File: src/hdl/ttst_pkg.sv
// ----------------------------------------------------------------------------
// ttst_pkg
// Shared codes, types and helpers of the timer slot table.
// ----------------------------------------------------------------------------
package ttst_pkg;

    // default number of timer slots
    localparam int SLOT_COUNT_DEFAULT = 16;

    // milliseconds per second for the seconds unit
    localparam logic [31:0] MS_PER_SECOND = 32'd1000;

    // operation codes
    localparam logic [2:0] OP_ADD      = 3'd0;
    localparam logic [2:0] OP_KILL     = 3'd1;
    localparam logic [2:0] OP_KILL_ALL = 3'd2;
    localparam logic [2:0] OP_RST_TIME = 3'd3;
    localparam logic [2:0] OP_SET_IVAL = 3'd4;
    localparam logic [2:0] OP_RUN      = 3'd5;

    // result status codes
    localparam logic [2:0] STATUS_DONE    = 3'd0;
    localparam logic [2:0] STATUS_FULL    = 3'd1;
    localparam logic [2:0] STATUS_IGNORED = 3'd2;
    localparam logic [2:0] STATUS_FIRED   = 3'd3;
    localparam logic [2:0] STATUS_IDLE    = 3'd4;

    // sequencer states
    typedef enum logic [2:0] {
        S_IDLE,
        S_EXEC,
        S_ADD,
        S_KILL_ALL,
        S_RST_WR,
        S_RUN,
        S_RUN_END
    } state_t;

    // update command for the slot flag bank
    typedef struct packed {
        logic set;
        logic clr;
        logic lock;
        logic one_shot;
    } flag_cmd_t;

    // scale a value given in seconds to milliseconds when secs is set, 32-bit wrap
    function automatic logic [31:0] scale_ms(input logic secs, input logic [31:0] v);
        logic [31:0] scaled;
        scaled = v * MS_PER_SECOND;
        return secs ? scaled : v;
    endfunction

endpackage

File: src/hdl/ttst_ram.sv
// ----------------------------------------------------------------------------
// ttst_ram
// Generic single write port, single read port RAM with registered read.
// ----------------------------------------------------------------------------
module ttst_ram #(
    parameter int WIDTH = 32,
    parameter int DEPTH = 16,
    localparam int AW = (DEPTH > 1) ? $clog2(DEPTH) : 1
) (
    input  logic             clk,
    input  logic             we,
    input  logic [AW-1:0]    waddr,
    input  logic [WIDTH-1:0] wdata,
    input  logic [AW-1:0]    raddr,
    output logic [WIDTH-1:0] rdata
);

    logic [WIDTH-1:0] mem [DEPTH];
    logic [WIDTH-1:0] rdata_reg;

    // write port and registered read port
    always_ff @(posedge clk)
    begin
        if (we)
        begin
            mem[waddr] <= wdata;
        end
        rdata_reg <= mem[raddr];
    end

    assign rdata = rdata_reg;

endmodule

File: src/hdl/ttst_flags.sv
// ----------------------------------------------------------------------------
// ttst_flags
// Per-slot active, locked and one-shot marks, cleared at reset.
// ----------------------------------------------------------------------------
module ttst_flags #(
    parameter int SLOT_COUNT = ttst_pkg::SLOT_COUNT_DEFAULT,
    localparam int IW = (SLOT_COUNT > 1) ? $clog2(SLOT_COUNT) : 1
) (
    input  logic                   clk,
    input  logic                   rst_n,
    input  ttst_pkg::flag_cmd_t    cmd,
    input  logic [IW-1:0]          idx,
    output logic [SLOT_COUNT-1:0]  active,
    output logic [SLOT_COUNT-1:0]  locked,
    output logic [SLOT_COUNT-1:0]  one_shot
);

    logic [SLOT_COUNT-1:0] active_reg;
    logic [SLOT_COUNT-1:0] active_next;
    logic [SLOT_COUNT-1:0] locked_reg;
    logic [SLOT_COUNT-1:0] locked_next;
    logic [SLOT_COUNT-1:0] one_shot_reg;
    logic [SLOT_COUNT-1:0] one_shot_next;

    // set marks on allocation, drop active on free
    always_comb
    begin
        active_next   = active_reg;
        locked_next   = locked_reg;
        one_shot_next = one_shot_reg;
        if (cmd.set)
        begin
            active_next[idx]   = 1'b1;
            locked_next[idx]   = cmd.lock;
            one_shot_next[idx] = cmd.one_shot;
        end
        else if (cmd.clr)
        begin
            active_next[idx] = 1'b0;
        end
    end

    always_ff @(posedge clk or negedge rst_n)
    begin
        if (!rst_n)
        begin
            active_reg   <= '0;
            locked_reg   <= '0;
            one_shot_reg <= '0;
        end
        else
        begin
            active_reg   <= active_next;
            locked_reg   <= locked_next;
            one_shot_reg <= one_shot_next;
        end
    end

    assign active   = active_reg;
    assign locked   = locked_reg;
    assign one_shot = one_shot_reg;

endmodule

File: src/hdl/task_timer_slot_table.sv
// ----------------------------------------------------------------------------
// task_timer_slot_table
// Timer slot table: add, kill, re-arm and run scheduled tasks.
// ----------------------------------------------------------------------------
// Usage:
//   A command transaction is taken when start is high and busy is low; op,
//   now, task_id, interval, start_delay, unit_seconds and lock_flag are
//   sampled then. Results come out on status, slot_id, active_count,
//   peak_count, created_total and last, each valid for one cycle while
//   strobe is high; last marks the final result of a command. The receiver
//   cannot stall the block, every result must be taken as it appears.
//   Periods and due times live in two RAMs with registered read; the
//   slot marks are flip-flops. Add scans for the first free slot, one slot
//   per cycle; kill unlocked visits every slot, one slot per cycle; run is
//   a pipelined RAM scan, one slot per cycle, with one result in flight.
//   busy drops in the cycle of the last result, so the next command can be
//   taken then. Reset clears all slot marks and counters; no clearing pass.
// ----------------------------------------------------------------------------
module task_timer_slot_table #(
    parameter int SLOT_COUNT = ttst_pkg::SLOT_COUNT_DEFAULT
) (
    input  logic        clk,
    input  logic        rst_n,
    input  logic        start,
    output logic        busy,
    input  logic [2:0]  op,
    input  logic [31:0] now,
    input  logic [7:0]  task_id,
    input  logic [31:0] interval,
    input  logic [31:0] start_delay,
    input  logic        unit_seconds,
    input  logic        lock_flag,
    output logic        strobe,
    output logic [2:0]  status,
    output logic [3:0]  slot_id,
    output logic [4:0]  active_count,
    output logic [4:0]  peak_count,
    output logic [31:0] created_total,
    output logic        last
);

    localparam int IW = (SLOT_COUNT > 1) ? $clog2(SLOT_COUNT) : 1;
    localparam int CW = $clog2(SLOT_COUNT + 1);
    localparam logic [IW-1:0] LAST_IDX = IW'(SLOT_COUNT - 1);
    localparam logic [IW:0]   SLOTS    = (IW + 1)'(SLOT_COUNT);

    // state and command registers
    ttst_pkg::state_t state_reg, state_next;
    logic [2:0]    op_reg;
    logic [31:0]   now_reg;
    logic [7:0]    id_reg;
    logic [31:0]   ival_reg;
    logic [31:0]   delay_reg;
    logic          os_reg;
    logic          lock_reg;

    // scan and run pipeline registers
    logic [IW:0]   scan_reg, scan_next;
    logic          chk_vld_reg, chk_vld_next;
    logic [IW-1:0] chk_idx_reg, chk_idx_next;
    logic          pend_vld_reg, pend_vld_next;
    logic [IW-1:0] pend_slot_reg, pend_slot_next;
    logic [CW-1:0] pend_count_reg, pend_count_next;

    // counters
    logic [CW-1:0] count_reg, count_next;
    logic [CW-1:0] peak_reg, peak_next;
    logic [31:0]   created_reg, created_next;

    // result registers
    logic          strobe_reg;
    logic [2:0]    status_reg;
    logic [IW-1:0] slot_reg;
    logic [CW-1:0] active_reg;
    logic [CW-1:0] peak_out_reg;
    logic [31:0]   created_out_reg;
    logic          last_reg;

    // result emitted this cycle
    logic          emit;
    logic [2:0]    emit_status;
    logic [IW-1:0] emit_slot;
    logic [CW-1:0] emit_count;
    logic          emit_last;

    // slot marks
    ttst_pkg::flag_cmd_t   flag_cmd;
    logic [IW-1:0]         flag_idx;
    logic [SLOT_COUNT-1:0] active_vec;
    logic [SLOT_COUNT-1:0] locked_vec;
    logic [SLOT_COUNT-1:0] one_shot_vec;

    // ram ports
    logic          period_we;
    logic [IW-1:0] period_waddr;
    logic [31:0]   period_wdata;
    logic [31:0]   period_rdata;
    logic          due_we;
    logic [IW-1:0] due_waddr;
    logic [31:0]   due_wdata;
    logic [31:0]   due_rdata;
    logic [IW-1:0] rd_addr;

    // decoded helpers
    logic          accept;
    logic [IW-1:0] scan_idx;
    logic [IW-1:0] id_idx;
    logic          id_ok;
    logic          issue;
    logic [31:0]   diff;
    logic          fire;

    assign accept   = start && (state_reg == ttst_pkg::S_IDLE);
    assign scan_idx = scan_reg[IW-1:0];
    assign id_idx   = id_reg[IW-1:0];
    assign id_ok    = (id_reg < 8'(SLOT_COUNT)) && active_vec[id_idx];
    assign issue    = (scan_reg < SLOTS);
    assign diff     = now_reg - due_rdata;
    assign fire     = chk_vld_reg && active_vec[chk_idx_reg] && !diff[31];
    assign rd_addr  = (state_reg == ttst_pkg::S_RUN) ? scan_idx : id_idx;

    ttst_flags #(
        .SLOT_COUNT (SLOT_COUNT)
    ) u_flags (
        .clk      (clk),
        .rst_n    (rst_n),
        .cmd      (flag_cmd),
        .idx      (flag_idx),
        .active   (active_vec),
        .locked   (locked_vec),
        .one_shot (one_shot_vec)
    );

    ttst_ram #(
        .WIDTH (32),
        .DEPTH (SLOT_COUNT)
    ) u_period_ram (
        .clk   (clk),
        .we    (period_we),
        .waddr (period_waddr),
        .wdata (period_wdata),
        .raddr (rd_addr),
        .rdata (period_rdata)
    );

    ttst_ram #(
        .WIDTH (32),
        .DEPTH (SLOT_COUNT)
    ) u_due_ram (
        .clk   (clk),
        .we    (due_we),
        .waddr (due_waddr),
        .wdata (due_wdata),
        .raddr (rd_addr),
        .rdata (due_rdata)
    );

    // next state
    always_comb
    begin
        state_next = state_reg;
        case (state_reg)
            ttst_pkg::S_IDLE:
            begin
                if (start)
                begin
                    state_next = ttst_pkg::S_EXEC;
                end
            end
            ttst_pkg::S_EXEC:
            begin
                case (op_reg)
                    ttst_pkg::OP_ADD:      state_next = ttst_pkg::S_ADD;
                    ttst_pkg::OP_KILL_ALL: state_next = ttst_pkg::S_KILL_ALL;
                    ttst_pkg::OP_RST_TIME:
                    begin
                        state_next = id_ok ? ttst_pkg::S_RST_WR : ttst_pkg::S_IDLE;
                    end
                    ttst_pkg::OP_RUN:      state_next = ttst_pkg::S_RUN;
                    default:               state_next = ttst_pkg::S_IDLE;
                endcase
            end
            ttst_pkg::S_ADD:
            begin
                if (!active_vec[scan_idx] || (scan_idx == LAST_IDX))
                begin
                    state_next = ttst_pkg::S_IDLE;
                end
            end
            ttst_pkg::S_KILL_ALL:
            begin
                if (scan_idx == LAST_IDX)
                begin
                    state_next = ttst_pkg::S_IDLE;
                end
            end
            ttst_pkg::S_RST_WR:
            begin
                state_next = ttst_pkg::S_IDLE;
            end
            ttst_pkg::S_RUN:
            begin
                if (chk_vld_reg && (chk_idx_reg == LAST_IDX))
                begin
                    state_next = ttst_pkg::S_RUN_END;
                end
            end
            ttst_pkg::S_RUN_END:
            begin
                state_next = ttst_pkg::S_IDLE;
            end
            default:
            begin
                state_next = ttst_pkg::S_IDLE;
            end
        endcase
    end

    // datapath control and results
    always_comb
    begin
        scan_next       = scan_reg;
        chk_vld_next    = 1'b0;
        chk_idx_next    = chk_idx_reg;
        pend_vld_next   = pend_vld_reg;
        pend_slot_next  = pend_slot_reg;
        pend_count_next = pend_count_reg;
        count_next      = count_reg;
        peak_next       = peak_reg;
        created_next    = created_reg;
        flag_cmd        = '0;
        flag_idx        = scan_idx;
        period_we       = 1'b0;
        period_waddr    = scan_idx;
        period_wdata    = ival_reg;
        due_we          = 1'b0;
        due_waddr       = scan_idx;
        due_wdata       = now_reg + delay_reg;
        emit            = 1'b0;
        emit_status     = ttst_pkg::STATUS_DONE;
        emit_slot       = '0;
        emit_count      = count_reg;
        emit_last       = 1'b1;

        case (state_reg)
            ttst_pkg::S_EXEC:
            begin
                scan_next     = '0;
                pend_vld_next = 1'b0;
                case (op_reg)
                    ttst_pkg::OP_ADD,
                    ttst_pkg::OP_KILL_ALL,
                    ttst_pkg::OP_RUN:
                    begin
                    end
                    ttst_pkg::OP_KILL:
                    begin
                        emit = 1'b1;
                        if (id_ok)
                        begin
                            flag_cmd.clr = 1'b1;
                            flag_idx     = id_idx;
                            count_next   = count_reg - 1'b1;
                            emit_count   = count_next;
                        end
                        else
                        begin
                            emit_status = ttst_pkg::STATUS_IGNORED;
                        end
                    end
                    ttst_pkg::OP_RST_TIME:
                    begin
                        // period read issued now, due written next cycle
                        if (!id_ok)
                        begin
                            emit        = 1'b1;
                            emit_status = ttst_pkg::STATUS_IGNORED;
                        end
                    end
                    ttst_pkg::OP_SET_IVAL:
                    begin
                        emit = 1'b1;
                        if (id_ok)
                        begin
                            period_we    = 1'b1;
                            period_waddr = id_idx;
                        end
                        else
                        begin
                            emit_status = ttst_pkg::STATUS_IGNORED;
                        end
                    end
                    default:
                    begin
                        emit        = 1'b1;
                        emit_status = ttst_pkg::STATUS_IGNORED;
                    end
                endcase
            end
            ttst_pkg::S_ADD:
            begin
                // first free slot in order
                if (!active_vec[scan_idx])
                begin
                    flag_cmd.set      = 1'b1;
                    flag_cmd.lock     = lock_reg;
                    flag_cmd.one_shot = os_reg;
                    period_we         = 1'b1;
                    due_we            = 1'b1;
                    count_next        = count_reg + 1'b1;
                    created_next      = created_reg + 32'd1;
                    peak_next         = (count_next > peak_reg) ? count_next : peak_reg;
                    emit              = 1'b1;
                    emit_slot         = scan_idx;
                    emit_count        = count_next;
                end
                else if (scan_idx == LAST_IDX)
                begin
                    emit        = 1'b1;
                    emit_status = ttst_pkg::STATUS_FULL;
                end
                else
                begin
                    scan_next = scan_reg + 1'b1;
                end
            end
            ttst_pkg::S_KILL_ALL:
            begin
                if (active_vec[scan_idx] && !locked_vec[scan_idx])
                begin
                    flag_cmd.clr = 1'b1;
                    count_next   = count_reg - 1'b1;
                end
                scan_next = scan_reg + 1'b1;
                if (scan_idx == LAST_IDX)
                begin
                    emit       = 1'b1;
                    emit_count = count_next;
                end
            end
            ttst_pkg::S_RST_WR:
            begin
                due_we     = 1'b1;
                due_waddr  = id_idx;
                due_wdata  = now_reg + period_rdata;
                emit       = 1'b1;
            end
            ttst_pkg::S_RUN:
            begin
                // issue the read of the next slot, check the one read last cycle
                if (issue)
                begin
                    scan_next = scan_reg + 1'b1;
                end
                chk_vld_next = issue;
                chk_idx_next = scan_idx;
                if (fire)
                begin
                    if (one_shot_vec[chk_idx_reg])
                    begin
                        flag_cmd.clr = 1'b1;
                        flag_idx     = chk_idx_reg;
                        count_next   = count_reg - 1'b1;
                    end
                    else
                    begin
                        due_we    = 1'b1;
                        due_waddr = chk_idx_reg;
                        due_wdata = now_reg + period_rdata;
                    end
                    // hand out the previous firing, hold this one back
                    emit            = pend_vld_reg;
                    emit_status     = ttst_pkg::STATUS_FIRED;
                    emit_slot       = pend_slot_reg;
                    emit_count      = pend_count_reg;
                    emit_last       = 1'b0;
                    pend_vld_next   = 1'b1;
                    pend_slot_next  = chk_idx_reg;
                    pend_count_next = count_next;
                end
            end
            ttst_pkg::S_RUN_END:
            begin
                emit = 1'b1;
                if (pend_vld_reg)
                begin
                    emit_status = ttst_pkg::STATUS_FIRED;
                    emit_slot   = pend_slot_reg;
                    emit_count  = pend_count_reg;
                end
                else
                begin
                    emit_status = ttst_pkg::STATUS_IDLE;
                end
            end
            default:
            begin
            end
        endcase
    end

    // control registers
    always_ff @(posedge clk or negedge rst_n)
    begin
        if (!rst_n)
        begin
            state_reg    <= ttst_pkg::S_IDLE;
            scan_reg     <= '0;
            chk_vld_reg  <= 1'b0;
            pend_vld_reg <= 1'b0;
            count_reg    <= '0;
            peak_reg     <= '0;
            created_reg  <= '0;
            strobe_reg   <= 1'b0;
        end
        else
        begin
            state_reg    <= state_next;
            scan_reg     <= scan_next;
            chk_vld_reg  <= chk_vld_next;
            pend_vld_reg <= pend_vld_next;
            count_reg    <= count_next;
            peak_reg     <= peak_next;
            created_reg  <= created_next;
            strobe_reg   <= emit;
        end
    end

    // command capture and payload registers
    always_ff @(posedge clk)
    begin
        if (accept)
        begin
            op_reg    <= op;
            now_reg   <= now;
            id_reg    <= task_id;
            ival_reg  <= ttst_pkg::scale_ms(unit_seconds, interval);
            delay_reg <= ttst_pkg::scale_ms(unit_seconds, start_delay);
            os_reg    <= (interval == 32'd0);
            lock_reg  <= lock_flag;
        end
        chk_idx_reg    <= chk_idx_next;
        pend_slot_reg  <= pend_slot_next;
        pend_count_reg <= pend_count_next;
        if (emit)
        begin
            status_reg      <= emit_status;
            slot_reg        <= emit_slot;
            active_reg      <= emit_count;
            peak_out_reg    <= peak_next;
            created_out_reg <= created_next;
            last_reg        <= emit_last;
        end
    end

    assign busy          = (state_reg != ttst_pkg::S_IDLE);
    assign strobe        = strobe_reg;
    assign status        = status_reg;
    assign slot_id       = 4'(slot_reg);
    assign active_count  = 5'(active_reg);
    assign peak_count    = 5'(peak_out_reg);
    assign created_total = created_out_reg;
    assign last          = last_reg;

    // the final result of a command always leaves the sequencer idle
    a_last_idle: assert property (@(posedge clk) disable iff (!rst_n)
        strobe_reg && last_reg |-> state_reg == ttst_pkg::S_IDLE)
        else $error("final result while sequencer still busy");

    // only a run produces results that are not final
    a_multi_run: assert property (@(posedge clk) disable iff (!rst_n)
        strobe_reg && !last_reg |->
            (state_reg == ttst_pkg::S_RUN) || (state_reg == ttst_pkg::S_RUN_END))
        else $error("non-final result outside run");

    // active count stays within the table
    a_count_range: assert property (@(posedge clk) disable iff (!rst_n)
        count_reg <= CW'(SLOT_COUNT))
        else $error("active count beyond slot count");

    // peak never trails the active count
    a_peak: assert property (@(posedge clk) disable iff (!rst_n)
        peak_reg >= count_reg)
        else $error("peak count below active count");

    // an accepted command enters execution next cycle
    a_accept: assert property (@(posedge clk) disable iff (!rst_n)
        accept |=> state_reg == ttst_pkg::S_EXEC)
        else $error("accepted command not executed");

endmodule

File: config.mk
export PLATFORM = sky130hd
export DESIGN_NAME = task_timer_slot_table
export DESIGN_NICKNAME = d
export VERILOG_FILES = /design/src/hdl/ttst_pkg.sv /design/src/hdl/ttst_ram.sv /design/src/hdl/ttst_flags.sv /design/src/hdl/task_timer_slot_table.sv
export SDC_FILE = /design/constraint.sdc
export NUM_CORES = 2
export LEC_CHECK = 0
export ABC_CLOCK_PERIOD_IN_PS = 11700
export BUFFER_PORTS_ARGS = -buffer_cell sky130_fd_sc_hd__buf_4
export CAP_MARGIN = 25
export CORE_UTILIZATION = 45
export CTS_CLUSTER_SIZE = 24
export DETAILED_ROUTE_END_ITERATION = 12
export PLACE_DENSITY = 0.7
export SETUP_SLACK_MARGIN = 0.2
export SYNTH_ARGS = -nofsm -noshare
export SYNTH_HDL_FRONTEND = slang
export SYNTH_SLANG_ARGS = --single-unit
File: constraint.sdc
create_clock -name clk -period 11.7 [get_ports clk]
set_clock_uncertainty 0.1 [all_clocks]
set_input_delay 2.34 -clock clk [delete_from_list [all_inputs] [get_ports clk]]
set_output_delay 2.34 -clock clk [all_outputs]
set_load 0.005 [all_outputs]
* Word level (Yosys, flattened, before mapping)
Memory sizes are Yosys's and may differ from the RTL's. A register that Yosys moved wholly into a read port is not among the register bits.
Cells that the tools add are included.
** Word-level totals
- Latch bits :: 0
- Output and inout port bits :: 52
- Input port bits :: 112
- RAM bits :: 1024
- Memories :: 2
- Logic and storage cells :: 197
- ROM bits :: 0
- Bits in registers :: 273
** Operators by class
- Divide/modulo/power cells :: 0
- Equal/unequal tests :: 21
- Order comparisons :: 8
- $add $sub $neg :: 7
- Multiply operators :: 2
- Shift-type cells :: 0
- Multiplexer cells :: 99
- Bitwise logic cells :: 3
- Reductions and logical operators :: 26
** Memory list
- u_due_ram.mem :: words 16, width 32, rd ports 1, clocked after memory_dff 1, wr ports 1, line ttst_ram.sv:18 : logic [WIDTH-1:0] mem [DEPTH];
- u_period_ram.mem :: words 16, width 32, rd ports 1, clocked after memory_dff 1, wr ports 1, line ttst_ram.sv:18
** Operators with widths (count)
- $mux 32 :: 6
- $mux 5 :: 15
- $add 32x32->32 :: 2
- $mul 32x7->29 const B :: 2
- $pmux 32 s2 :: 1
- $mux 4 :: 12
- $pmux 5 s4 :: 2
- $add 32x1->32 const B :: 1
- $bwmux 16 :: 2
- $logic_not 32->1 :: 1
- $mux 16 :: 2
- $sub 32x32->32 :: 1
- $mux 1 :: 29
- $pmux 5 s5 :: 1
- $pmux 3 s4 :: 2
- $bmux 1 s4 :: 5
- $lt 4x5->1 const B :: 4
- $mux 3 :: 6
- $and 16x16->16 :: 1
- $not 16->16 :: 1
- $or 16x16->16 :: 1
- $pmux 4 s2 :: 2
- $eq 3x3->1 const B :: 5
- $pmux 3 s5 :: 1
- 29 further kinds :: 61

* Depth between registers and ports, before layout
- Word-level depth :: 14
- Depth in mapped cells :: 20
- Depth with buffers taken out :: 20

* Cells and area by module
From an unflattened synthesis, not the netlist that was laid out.
** Second synthesis, totals
- Cell total of the unflattened synthesis :: 4078
- Area total of the unflattened synthesis :: 63896.3 sq um
** Modules (own cells, without submodules)
- task_timer_slot_table :: area an instance 22315.2 sq um, cells an instance 2257, times used 1
- ttst_ram (u_due_ram) :: area an instance 19854.0 sq um, cells an instance 838, times used 1
- ttst_ram (u_period_ram) :: area an instance 19835.3 sq um, cells an instance 838, times used 1
- ttst_flags :: area an instance 1891.8 sq um, cells an instance 145, times used 1

* Worst setup path before layout
Ideal clock, no wire load.
- Path kind :: reg2reg
- Start point :: register id_reg[0]
- End point :: register strobe_reg (netlist: strobe)
- Buffers on the path :: 1
- Library setup time :: 0.720 ns
- Arrival :: 7.599 ns
- Cell stages (with the launch flop) :: 8
- Slack :: 3.281 ns
- Cells stage by stage :: edfxtp_1 > buf_4 > mux4_2 > mux4_2 > and2_4 > nand2_1 > a21oi_1 > o311ai_0
** On the way
- Word-level cells in the longest chain between the ends :: 6
** Ends and longest elaborated chain
- from (decl) :: line task_timer_slot_table.sv:51 : logic [7:0] id_reg;
- from (signal assigned) :: line task_timer_slot_table.sv:436 : id_reg <= task_id;
- $bmux 1 s4 :: line task_timer_slot_table.sv:116 : assign id_ok = (id_reg < 8'(SLOT_COUNT)) && active_vec[id_idx];
- $mux 1 (not written as such) :: line task_timer_slot_table.sv:116
- $logic_and 1x1->1 (*) :: line task_timer_slot_table.sv:116
- $mux 1 (*) :: line task_timer_slot_table.sv:274 : if (!id_ok)
- $pmux 1 s2 (*) :: line task_timer_slot_table.sv:250 : case (op_reg)
- $pmux 1 s5 (*) :: line task_timer_slot_table.sv:245 : case (state_reg)
- via emit :: line task_timer_slot_table.sv:80 : logic emit;
- to (signal assigned) :: line task_timer_slot_table.sv:425 : strobe_reg <= emit;
- to (decl) :: line task_timer_slot_table.sv:71 : logic strobe_reg;
Mark *: on every way through the listed nets, which the timed path passes. The rest lies on a longest branch. The select of a mux whose other input is x is not followed.
A chain may end at the register's enable or synchronous reset.

* Worst setup path in the final report
- Start point :: input port interval[10]
- End point :: register ival_reg[31], data pin
** On the way
- Word-level cells in the longest chain between the ends :: 2
** Ends and longest elaborated chain
- from (decl) :: line task_timer_slot_table.sv:29 : input logic [31:0] interval,
- $mul 32x7->29 :: line ttst_pkg.sv:50 : scaled = v * MS_PER_SECOND;
- $mux 32 :: line ttst_pkg.sv:51 : return secs ? scaled : v;
- to (signal assigned) :: line task_timer_slot_table.sv:437 : ival_reg <= ttst_pkg::scale_ms(unit_seconds, interval);
- to (decl) :: line task_timer_slot_table.sv:52 : logic [31:0] ival_reg;
No other way between the ends.

==> results.py <==
metrics = {
    "outcome": {
        "status": "complete, no violations",
    },
    "cells_and_area": {
        "drive_gt1_frac": 0.186,
        "synthToLayoutAreaGrowth_pct": 13.5,
        "reg_top3": "u_due_ram.mem x512, u_period_ram.mem x512",
        "n_fill_cell": 11373,
        "mostFrequentLayoutCell": "edfxtp_1",
        "most-common-layout-cells": "edfxtp_1, inv_1, nand2_1",
        "nets": 4976,
    },
    "clocking": {
        "root_buffer": "clkbuf_16",
        "post_cts_resized": 0,
        "clock_latency_ns": 0.77,
        "cts_max_level": 4,
        "cts_tree": "done",
        "numCtsBuffers": 138,
        "postCtsSetupRepairBufs": 0,
        "clkTransAtPathRegs_ns": 0.06,
        "ctsHoldBuffers": 0,
        "max-clock-path-buffers": 3,
        "numClockSinks": 1361,
    },
    "worst_setup_path": {
        "rr_worst_depth": 10,
        "path_cells": "buf_4 -> inv_1 -> fa_1 -> fa_1 -> fa_1 -> fa_1 -> inv_1 -> ha_1 -> a21oi_1 -> o21bai_1 -> a21o_1 -> or3_1 -> o221a_2 -> o21ai_0 -> o2111ai_1 -> a21oi_1 -> xnor2_1 -> mux2_2",
        "slowest_stage": "fa_1",
        "cp-start-kind": "input pin",
        "arrival_ns": 7.47,
        "crit_required_ns": 12.12,
        "r2r-end": "u_period_ram.rdata[12]",
        "cp-endpoint": "ival_reg[31]",
        "timing.rr.start": "state_reg[2]",
        "slowest_delay_ns": 0.54,
        "path_class": "input pin to flip-flop",
        "cp_max_fo": 6,
        "reg2reg_slack_ns": 5.92,
        "startpoint": "interval[10]",
        "critPathCaptureType": "flip-flop",
        "cpMostUsedCell": "fa_1",
    },
    "yosys": {
        "post_synth_inst_count": 4225,
        "synth-async-reset-ratio": 0.0742,
        "yosys-top-cells-area": "edfxtp_1, mux4_2, fa_1",
        "synth_seq_area_share": 0.616,
        "synth_fp_nets": 4747,
        "yosysWarnings": 0,
        "synth.distinct_cells": 86,
        "synth_top_area_share": 0.557,
        "synth.cell_area_um2": 64400,
        "synth_ff_type": "edfxtp_1",
        "yosysTopAreaCell": "edfxtp_1",
        "synth_area_per_cell_um2": 15.3,
        "ys_seq_elements": 1361,
        "synth_edf_count": 1196,
    },
    "power_and_ir_drop": {
        "power_leakage_nw": 26.7,
        "ir_drop_mv": 0.187,
        "p_per_area_nw_per_um2": 248,
    },
    "global_routing": {
        "grt_util_all_layers": 0.214,
        "antenna_found_initial": 2,
        "grt-ovfl-total": 0,
        "grt_pass1_wl_mm": 233,
        "grt_pass1_vias": 37515,
        "grt_max_degree": 129,
    },
    "sta": {
        "fin_crit_sh": 0.603,
        "fmax_ghz": 0.142,
        "setup_ws_ns": 4.65,
        "relSlewSlack": 0.304,
        "period_minus_slack_ns": 7.05,
        "worst_pin_slew_ns": 1.04,
        "finalSetupTns_ns": 0,
        "rsz0062_at_grt": "no",
        "hold_viol": 0,
        "setup_viol": 0,
        "slew_violations": 0,
    },
    "floorplanning": {
        "die_area_um2": 145000,
        "rows": 138,
        "die_x_um": 380,
        "die_h_um": 380,
        "top_level_ports": 164,
        "fp.coreArea_um2": 142000,
        "start_util": 0.455,
    },
    "detailed_routing": {
        "routed_wl_mm": 155,
        "wl_per_cell_um": 24.0,
        "via_per_inst": 5.78,
        "drt-pass1-iter-count": 7,
        "drt-initial-drc-count": 3610,
        "num_vias": 37311,
        "drc_errors": 0,
        "antenna_left": 0,
    },
    "placement": {
        "dp_hpwl_mm": 94.9,
        "place_ws_ns": 3.82,
        "gp_congestion": 0.873,
        "portBuffers": 163,
    },
    "min_path": {
        "holdCritPathClass": "flip-flop to flip-flop",
    },
    "run": {
        "drv_cap": 0,
    },
}
cell usage after synthesis (7+ instances only):
library cell / instances
a211o_1: 11
a211oi_1: 84
a21o_1: 47
a21oi_1: 147
a31oi_1: 115
and2_1: 75
and3_1: 34
buf_1: 39
buf_2: 23
clkbuf_1: 104
dfrtp_1: 101
dfxtp_1: 64
edfxtp_1: 1196
fa_1: 184
ha_1: 226
inv_1: 371
mux2_1: 7
mux2_2: 36
mux2i_1: 9
mux4_2: 280
nand2_1: 304
nand2b_1: 19
nand3_1: 47
nand4_1: 22
nor2_1: 156
nor2b_1: 13
nor3_1: 28
nor3_2: 7
nor4_1: 7
o2111ai_1: 7
o211ai_1: 13
o21a_1: 19
o21ai_0: 132
o21bai_1: 16
o22ai_1: 10
o31ai_1: 13
or3_1: 11
xnor2_1: 109
xor2_1: 37
per-layer routing:
metal,GRT usage,share of wire,vias up
li1,-,-,16400
met1,0.293,0.41,19296
met2,0.350,0.49,1370
met3,0.0299,0.065,243
met4,0.0765,0.032,2
met5,0,0.00013,-
where the power goes:
part           total (mW)  internal (mW)  leakage, nW  switching (mW)
clock network        4.47           2.58         2.24            1.88
registers            7.18           6.69         12.8           0.488
logic                6.52           2.61         11.7            3.90
total                18.2           11.9         26.7            6.28
logic make-up after synthesis:
kind of cell    synth area share
xor+xnor                  0.0201
flops                      0.616
simple gates              0.0551
buf+inv                   0.0323
compound gates            0.0683
fa+ha+maj                  0.101
mux                        0.107
through the flow:
stage / std cells / hold WS (ns) / total power [mW] / area [µm²] / util
2_1_floorplan: 4225 / 0.323 / 11.6 / 64400 / -
3_3_place_gp: 6188 / 0.362 / 13.6 / 68400 / 0.482
3_5_place_dp: 6193 / 0.364 / 13.7 / 68400 / 0.482
4_1_cts: 6443 / 0.380 / 18.2 / 73000 / 0.515
5_1_grt: 6455 / 0.388 / 19.1 / 73200 / 0.516
6_report: 6455 / 0.382 / 18.2 / 73200 / 0.516
how the worst min path moves through the flow:
stage / start / to / cells past startpoint
3_5_place_dp: created_reg[7] / created_reg[7] / 1
4_1_cts: scan_reg[4] / chk_vld_reg / 1
3_3_place_gp: created_reg[31] / created_reg[31] / 1
6_report: scan_reg[4] / chk_vld_reg / 1
2_1_floorplan: scan_reg[2] / chk_idx_reg[2] / 0
5_1_grt: created_reg[31] / created_reg[31] / 1
area by class of cell:
cell class / instances / area, µm² / area share
multi-input cells: 2322 / 23000 / 0.314
inverters: 372 / 1400 / 0.0191
repair buffers: 259 / 2050 / 0.0280
well taps: 1890 / 2360 / 0.0323
clock inverters: 56 / 778 / 0.0106
flip-flops and latches: 1361 / 39700 / 0.543
diodes: 1 / 2.50 / 0.0000342
clock buffers: 194 / 3870 / 0.0529
worst max-delay path: cells and delay by family:
| family | cells | cell delay (ns) |
|---|---|---|
| fa+ha+maj | 5 | 2.32 |
| compound gates | 7 | 1.71 |
| buf+inv | 3 | 0.41 |
| simple gates | 1 | 0.36 |
| mux | 1 | 0.26 |
| xor+xnor | 1 | 0.08 |
Note: power is estimated with default switching activity, not from simulation.
